--- src/sv/fcte_pkg.sv ---
package fcte_pkg;

  localparam int SLOTS = 64;
  localparam int SLOT_W = $clog2(SLOTS);
  localparam int CNT_W = $clog2(SLOTS + 1);
  localparam int MS_PER_S = 1000;
  localparam int FLAG_FIN_BIT = 0;
  localparam int FLAG_RST_BIT = 2;

  localparam logic [1:0] REG_ACTIVE = 2'd0;
  localparam logic [1:0] REG_INACTIVE = 2'd1;
  localparam logic [1:0] REG_LIMIT = 2'd2;

  typedef struct packed {
    logic [31:0] src;
    logic [31:0] dst;
    logic [31:0] ports;
    logic [7:0]  proto;
    logic [7:0]  tos;
    logic [7:0]  flags;
    logic [31:0] pkts;
    logic [31:0] octs;
    logic [31:0] first;
    logic [31:0] last;
  } rec_t;

  localparam int REC_W = $bits(rec_t);

  typedef enum logic [2:0] {
    S_IDLE,
    S_SWEEP,
    S_TAIL,
    S_PICK,
    S_FIX,
    S_END
  } state_t;

  typedef struct packed {
    logic load;
    logic issue;
    logic pick;
    logic fix;
    logic finish;
  } cmd_t;

  typedef struct packed {
    logic scan_last;
    logic is_flush;
    logic need_fix;
  } sts_t;

endpackage

--- src/sv/fcte_ctrl.sv ---
module fcte_ctrl import fcte_pkg::*; (
  input  logic clk,
  input  logic rst_n,
  input  logic start,
  input  sts_t sts,
  output cmd_t cmd,
  output logic busy
);

  state_t state_r, state_nxt;

  always_ff @(posedge clk) begin
    if (!rst_n) begin
      state_r <= S_IDLE;
    end else begin
      state_r <= state_nxt;
    end
  end

  always_comb begin
    state_nxt = state_r;
    cmd = '0;
    busy = (state_r != S_IDLE);
    unique case (state_r)
      S_IDLE: begin
        if (start) begin
          cmd.load = 1'b1;
          state_nxt = S_SWEEP;
        end
      end
      S_SWEEP: begin
        cmd.issue = 1'b1;
        if (sts.scan_last) begin
          state_nxt = S_TAIL;
        end
      end
      S_TAIL: begin
        // last slot of the sweep is checked here
        state_nxt = sts.is_flush ? S_END : S_PICK;
      end
      S_PICK: begin
        cmd.pick = 1'b1;
        state_nxt = sts.need_fix ? S_FIX : S_END;
      end
      S_FIX: begin
        cmd.fix = 1'b1;
        state_nxt = S_END;
      end
      S_END: begin
        cmd.finish = 1'b1;
        state_nxt = S_IDLE;
      end
      default: state_nxt = S_IDLE;
    endcase
  end

endmodule

--- config.mk ---
export PLATFORM = sky130hd
export DESIGN_NAME = fcte_ctrl
export DESIGN_NICKNAME = d
export VERILOG_FILES = /design/src/sv/fcte_pkg.sv /design/src/sv/fcte_ctrl.sv
export SDC_FILE = /design/constraint.sdc
export NUM_CORES = 1
export LEC_CHECK = 0
export BUFFER_PORTS_ARGS = -buffer_cell sky130_fd_sc_hd__buf_2
export CORE_AREA = 2 2 39 41
export DETAILED_ROUTE_END_ITERATION = 8
export DIE_AREA = 0 0 41 43
export GPL_ROUTABILITY_DRIVEN = 0
export SETUP_SLACK_MARGIN = 0.3
export SLEW_MARGIN = 20
export SYNTH_ARGS = -nofsm -noshare
export SYNTH_HDL_FRONTEND = slang
export SYNTH_SLANG_ARGS = --single-unit
export TNS_END_PERCENT = 5
--- constraint.sdc ---
create_clock -name clk -period 1.6 [get_ports clk]
set_clock_uncertainty 0.2 [all_clocks]
set_input_delay 0.08 -clock clk [delete_from_list [all_inputs] [get_ports clk]]
set_output_delay 0.08 -clock clk [all_outputs]
set_load 0.005 [all_outputs]
== After elaboration in Yosys (flattened, before gate mapping) ==
Cells that the tools add are included.
Widths: inputs -> output; s select.

* Output and inout bits: 6
* Register bits: 3

* Equal/unequal tests: 7
* Multiplexer cells: 11
* Reduce and logical (&&, ||, !) cells: 3

{| class="wikitable"
|+ Operators with widths
! operator !! number
|-
| $pmux 3 s5 || 1
|-
| $mux 3 || 3
|-
| $mux 1 || 7
|-
| $eq 3x2->1 const B || 2
|-
| $eq 3x3->1 const B || 2
|-
| $ne 2x2->1 const B || 2
|-
| $eq 3x1->1 const B || 1
|-
| $logic_not 3->1 || 1
|-
| $reduce_bool 3->1 || 1
|-
| $reduce_and 2->1 || 1
|}

== Longest topological paths before layout ==
Gate-level depths: netlist (run 1).

* Word-level depth: 3
* Gate-level depth with buffers: 4
* Gate-level depth less buffers: 3

== Worst setup path before layout (run 1) ==
No wires, ideal clock.

* Path type: register to output
* From: register state_r[1]
* To: output cmd[4] in the netlist's numbering
* Data arrival time: 0.890 ns
* Cell stages (with the launch flop): 4
* Required time: 1.320 ns
* Path slack: 0.430 ns
* Path buffers: 1
* Cells stage by stage: dfxtp_1 > buf_6 > or3_4 > nor2_2

{| class="wikitable"
|+ RTL lines
! element !! line !! text
|-
| start, declared || fcte_ctrl.sv:10 || <nowiki>state_t state_r, state_nxt;</nowiki>
|-
| start signal, assigned || fcte_ctrl.sv:16 || <nowiki>state_r <= state_nxt;</nowiki>
|-
| end, declared || fcte_ctrl.sv:6 || <nowiki>output cmd_t cmd,</nowiki>
|}

==> results of run 1 <==
## critical path, delay by kind of cell (launching register included)
kind	cells	cell delay (ps)
flops	1	340
buf+inv	1	110
simple gates	2	450
## cell type report
| class | count | area [µm²] |
|---|---|---|
| Clock buffer | 4 | 26.3 |
| Timing Repair Buffer | 16 | 95.1 |
| Fill cell | 160 | 1030 |
| Inverter | 1 | 3.75 |
| Multi-Input combinational cell | 18 | 135 |
| Sequential cell | 3 | 68.8 |
| Tap cell | 16 | 20.0 |
## worst paths after layout
check                                               end  slack [ps]  cells after the start
worst max-delay path                             cmd[4]         190                      3
worst min-delay path            state_r[1]$_SDFFE_PN0P_          20                      4
worst max register to register  state_r[0]$_SDFFE_PN0P_         230                      5
worst min register to register  state_r[1]$_SDFFE_PN0P_         320                      2
## logic make-up after synthesis
group           Yosys count  share of synthesized area [%]
buf+inv                   4                           13.3
compound gates            5                           16.1
simple gates             13                           43.9
flops                     3                           26.7
## cells in the final DEF, fill, tap and decap left out
cell / n
o2111a_1: 1
inv_1: 1
clkbuf_4: 3
o21a_1: 1
dfxtp_2: 1
or3_4: 1
nor2_2: 1
clkbuf_1: 1
a21o_1: 1
buf_2: 11
buf_4: 4
nand2_1: 2
nor3_1: 1
a21oi_1: 2
nor2_1: 1
dlygate4sd3_1: 1
nor3b_1: 3
nor3b_2: 1
and3b_2: 3
dfxtp_4: 2
## timing repair
action | in CTS | in global routing
resized for setup | 5 | 0
pin swaps | 1 | 0
hold buffers | 1 | 0
setup buffers | 4 | 0
setup endpoints to repair | 6 | 7
endpoints found under the hold margin | 3 | 0
## per-stage QoR
stage / utilization (%) / hold slack [ps] / setup slack [ps] / total power [µW]
final: 25.2 / 17.2 / 194 / 282
after detailed placement: 19.8 / 138 / 358 / 147
after CTS: 25.2 / 22.4 / 182 / 291
after floorplan: - / -2.27 / 430 / 132
after global routing: 25.2 / 55.0 / 141 / 306
after global placement: 19.8 / 128 / 370 / 145
## per-layer routing
metal / up-vias / GRT usage [%] / wire (µm) / part of all wire [%]
met1: 104 / 5.77 / 177 / 35
li1: 122 / - / - / -
met3: 0 / 4.71 / 48 / 9.6
met5: - / 0 / 0 / 0
met4: 0 / 4.00 / 0 / 0
met2: 7 / 9.38 / 274 / 55
## power by group
| part | internal (µW) | switching (µW) |
|---|---|---|
| Sequential | 80.0 | 9.78 |
| Combinational | 38.9 | 23.9 |
| Clock | 93.2 | 36.1 |
| Total | 212 | 69.8 |
==> flow_summary.toml, run 1 <==
[yosys]
avgSynthCellArea_um2 = 9.01
yosys.area.top_type = "dfxtp_1"
synthTopCellsByArea = "dfxtp_1 (27%), and3b_2 (13%), nor3b_1 (10%)"
async_reset_ff_share_pct = 0
syn-num-nets = 31
seq_area_frac_synth_pct = 26.7
ys.flop_type = "dfxtp_1"
yosys_warnings = 0
yosys-top-cells-count = "and3b_2 (3), dfxtp_1 (3), nor3b_1 (3)"
netlist_area_um2 = 225
synth-edff-count = 0
syn_inst = 25
ys_ff_latch = 3
synth.distinct_cells = 16
synth_top_area_share_pct = 26.7

[cts]
cts_root_buf = "clkbuf_4"
cts_buffer_depth = 2
cts_htree_levels = 1
cts_tree = "built"
clkSinkCount = 3
numCtsBuffers = 3
clk_latency_ps = 230
clk_pin_slew_ps = 40

[placed_design]
numPortBuffers = 11
dp_cells = 49
place_area_um2 = 274

[layout]
largestRegisters = "state_r x3"
final_net_count = 49
syn_to_final_growth_pct = 55.0
drive_above_1_share_pct = 64.3
antenna_cells = 0
top_register = "state_r"
largest_register_ffs = 3
instances_no_fill = 58
fin_area_um2 = 349

[status]
status = "finished, final reports clean"

[timing]
rsz0062_at_grt = "true"
finalSetupTns_ps = 0
setup_violations = 0
clock.fmax_ghz = 0.711
worst_slew_pin_slew_ps = 180
hold_viol_final = 0
finalMaxSlewViolations = 0
fin_crit_sh_pct = 87.9
fin_crit_ps = 1410
relSlewSlack_pct = 88.0

[drt]
num_vias = 233
drt-wirelength-per-cell_um = 8.62
drt_iter0_drc = 0
dr.pass1.iters = 1
route.detailed.drc = 0
wl_um = 500
vias_per_cell = 4.02
postRouteAntennaNets = 0

[grt]
grt_max_degree = 12
grt-ovfl-total = 0
grt_antenna_before_repair = 0
grt_pass1_vias = 169
grt_pass1_wl_um = 683
grt_usage_pct = 6.32

[die]
num_io_pins = 12
die-area_um2 = 1760
die_w_um = 41
fp.dieH_um = 43
start_util_pct = 16.3
design.core.area_um2 = 1380
row_count = 14

[worst_setup_path]
critPathLaunch = "state_r[2]$_SDFFE_PN0P_"
startpoint_type = "flip-flop"
worstSetupEndpointType = "output port"
worstPathMaxFanout = 3
crit_required_ps = 1320
slowest_stage = "or3_4"
worstPathCellList = "or3_4 -> nor2_2 -> buf_2"
critPathMaxStageDelay_ps = 380
path_class = "flip-flop to output port"
cp_data_arrival_time_ps = 1130
r2r-start = "state_r[2]$_SDFFE_PN0P_"

[worst_hold_path]
hp-start = "sts[1]"
min_path_type = "primary input to flip-flop"

[power]
power_leakage_uw = 0.000177
peakVddDrop_mv = 0.267
p_per_area_nw_per_um2 = 807

[flow_run]
drv_cap = 0
Power figures use the tool's default switching activity.
==> run 2: changes to the inputs <==
CORE_AREA = 3 3 40 42   (was 2 2 39 41)
DIE_AREA = 0 0 43 45   (was 0 0 41 43)
==> flow_summary.toml, run 2 (synthesis results as in run 1) <==
[placed_design]
dp_cells = 48
place_area_um2 = 273
numPortBuffers = 11

[cts]
cts_root_buf = "clkbuf_4"
clk_latency_ps = 230
numCtsBuffers = 3
clkSinkCount = 3
cts_buffer_depth = 2
clk_pin_slew_ps = 40
cts_tree = "built"
cts_htree_levels = 1

[worst_hold_path]
whs_endpoint = "state_r[0]$_SDFFE_PN0P_"
worstHoldPathCells = 4
min_path_type = "primary input to flip-flop"
hp-start = "sts[0]"

[drt]
drt-wirelength-per-cell_um = 8.93
drt_iter0_drc = 0
dr.pass1.iters = 1
vias_per_cell = 3.96
postRouteAntennaNets = 0
num_vias = 226
route.detailed.drc = 0
wl_um = 509

[worst_setup_path]
worstPathMaxFanout = 2
r2r-end = "state_r[0]$_SDFFE_PN0P_"
worstSetupEndpointType = "output port"
slowest_stage = "or3_4"
cp_data_arrival_time_ps = 1120
r2r_slack_ps = 340
worstPathCellList = "or3_4 -> nor2_2 -> buf_2"
critPathMaxStageDelay_ps = 380
startpoint_type = "flip-flop"
r2r-start = "state_r[2]$_SDFFE_PN0P_"
crit_required_ps = 1320
path_class = "flip-flop to output port"
rr_worst_depth = 4

[timing]
fin_crit_sh_pct = 87.4
hold_viol_final = 0
relSlewSlack_pct = 88.8
setup_violations = 0
fin_crit_ps = 1400
finalSetupTns_ps = 0
rsz0062_at_grt = "true"
clock.fmax_ghz = 0.715
finalMaxSlewViolations = 0
worst_slew_pin_slew_ps = 168

[layout]
instances_no_fill = 57
fin_area_um2 = 350
drive_above_1_share_pct = 61.9
syn_to_final_growth_pct = 55.6
postLayoutCoreUtil_pct = 27.3
final_net_count = 49
largest_register_ffs = 3
top_register = "state_r"
layout_commonest_cell = "buf_2"
largestRegisters = "state_r x3"
layout_common_cells = "buf_2 (11), nor3b_1 (3), and3b_2 (3), clkbuf_4 (3), buf_4 (3)"
antenna_cells = 0

[die]
num_io_pins = 12
design.core.area_um2 = 1280
row_count = 13
die-area_um2 = 1940
fp.dieH_um = 45
start_util_pct = 17.5
die_w_um = 43

[status]
status = "finished, final reports clean"

[grt]
grt_pass1_vias = 188
grt-ovfl-total = 0
grt_max_degree = 12
grt_usage_pct = 6.07
grt_antenna_before_repair = 0
grt_pass1_wl_um = 765

[power]
peakVddDrop_mv = 0.213
p_per_area_nw_per_um2 = 811
power_leakage_uw = 0.000176

[flow_run]
drv_cap = 0
run 2: report_power, final:
part | switching [µW] | internal, µW
logic | 24.6 | 39.4
registers | 8.80 | 79.9
clock network | 38.3 | 93.4
run 2: critical path, delay by kind of cell, from the launching register on:
family / cells / cell delay (ps)
AND/OR/NAND/NOR: 2 / 450
buffers and inverters: 1 / 110
flip-flops: 1 / 330
run 2: stage by stage:
step | worst slack [ps] | power, µW | hold slack (ps)
after floorplan | 430 | 132 | -2.27
after global placement | 369 | 145 | 127
after detailed placement | 352 | 147 | 124
after CTS | 187 | 292 | 46.2
after global routing | 156 | 308 | 88.0
final | 202 | 284 | 45.6
run 2: layout make-up:
| class | instances | area [µm²] |
|---|---|---|
| fill | 152 | 935 |
| multi-input combinational | 18 | 135 |
| timing repair buffer | 16 | 97.6 |
| sequential | 3 | 68.8 |
| clock buffer | 4 | 26.3 |
| tap | 15 | 18.8 |
| inverter | 1 | 3.75 |
run 2: worst max path at each step:
| stage | slack, ps | start | end |
|---|---|---|---|
| 3_5_place_dp | 350 | state_r[1]$_SDFFE_PN0P_ | cmd[4] |
| 4_1_cts | 190 | state_r[1]$_SDFFE_PN0P_ | cmd[4] |
| 6_report | 200 | state_r[1]$_SDFFE_PN0P_ | cmd[4] |
| 2_1_floorplan | 430 | state_r[1]$_SDFFE_PN0P_ | cmd[4] |
| 3_3_place_gp | 370 | state_r[1]$_SDFFE_PN0P_ | cmd[4] |
| 5_1_grt | 160 | state_r[1]$_SDFFE_PN0P_ | cmd[4] |
run 2: what timing repair did:
action | in CTS | in global routing
endpoints found under the hold margin | 3 | 0
endpoints found under the setup margin | 6 | 7
hold buffers | 2 | 0
gates resized for setup | 5 | 0
setup buffers | 3 | 0
run 2: per-layer routing:
layer	GRT usage, %	wire, µm	vias to the layer above
li1	-	-	120
met1	4.56	179	99
met2	9.58	277	7
met3	3.98	51	0
met4	7.23	0	0
met5	0	0	-
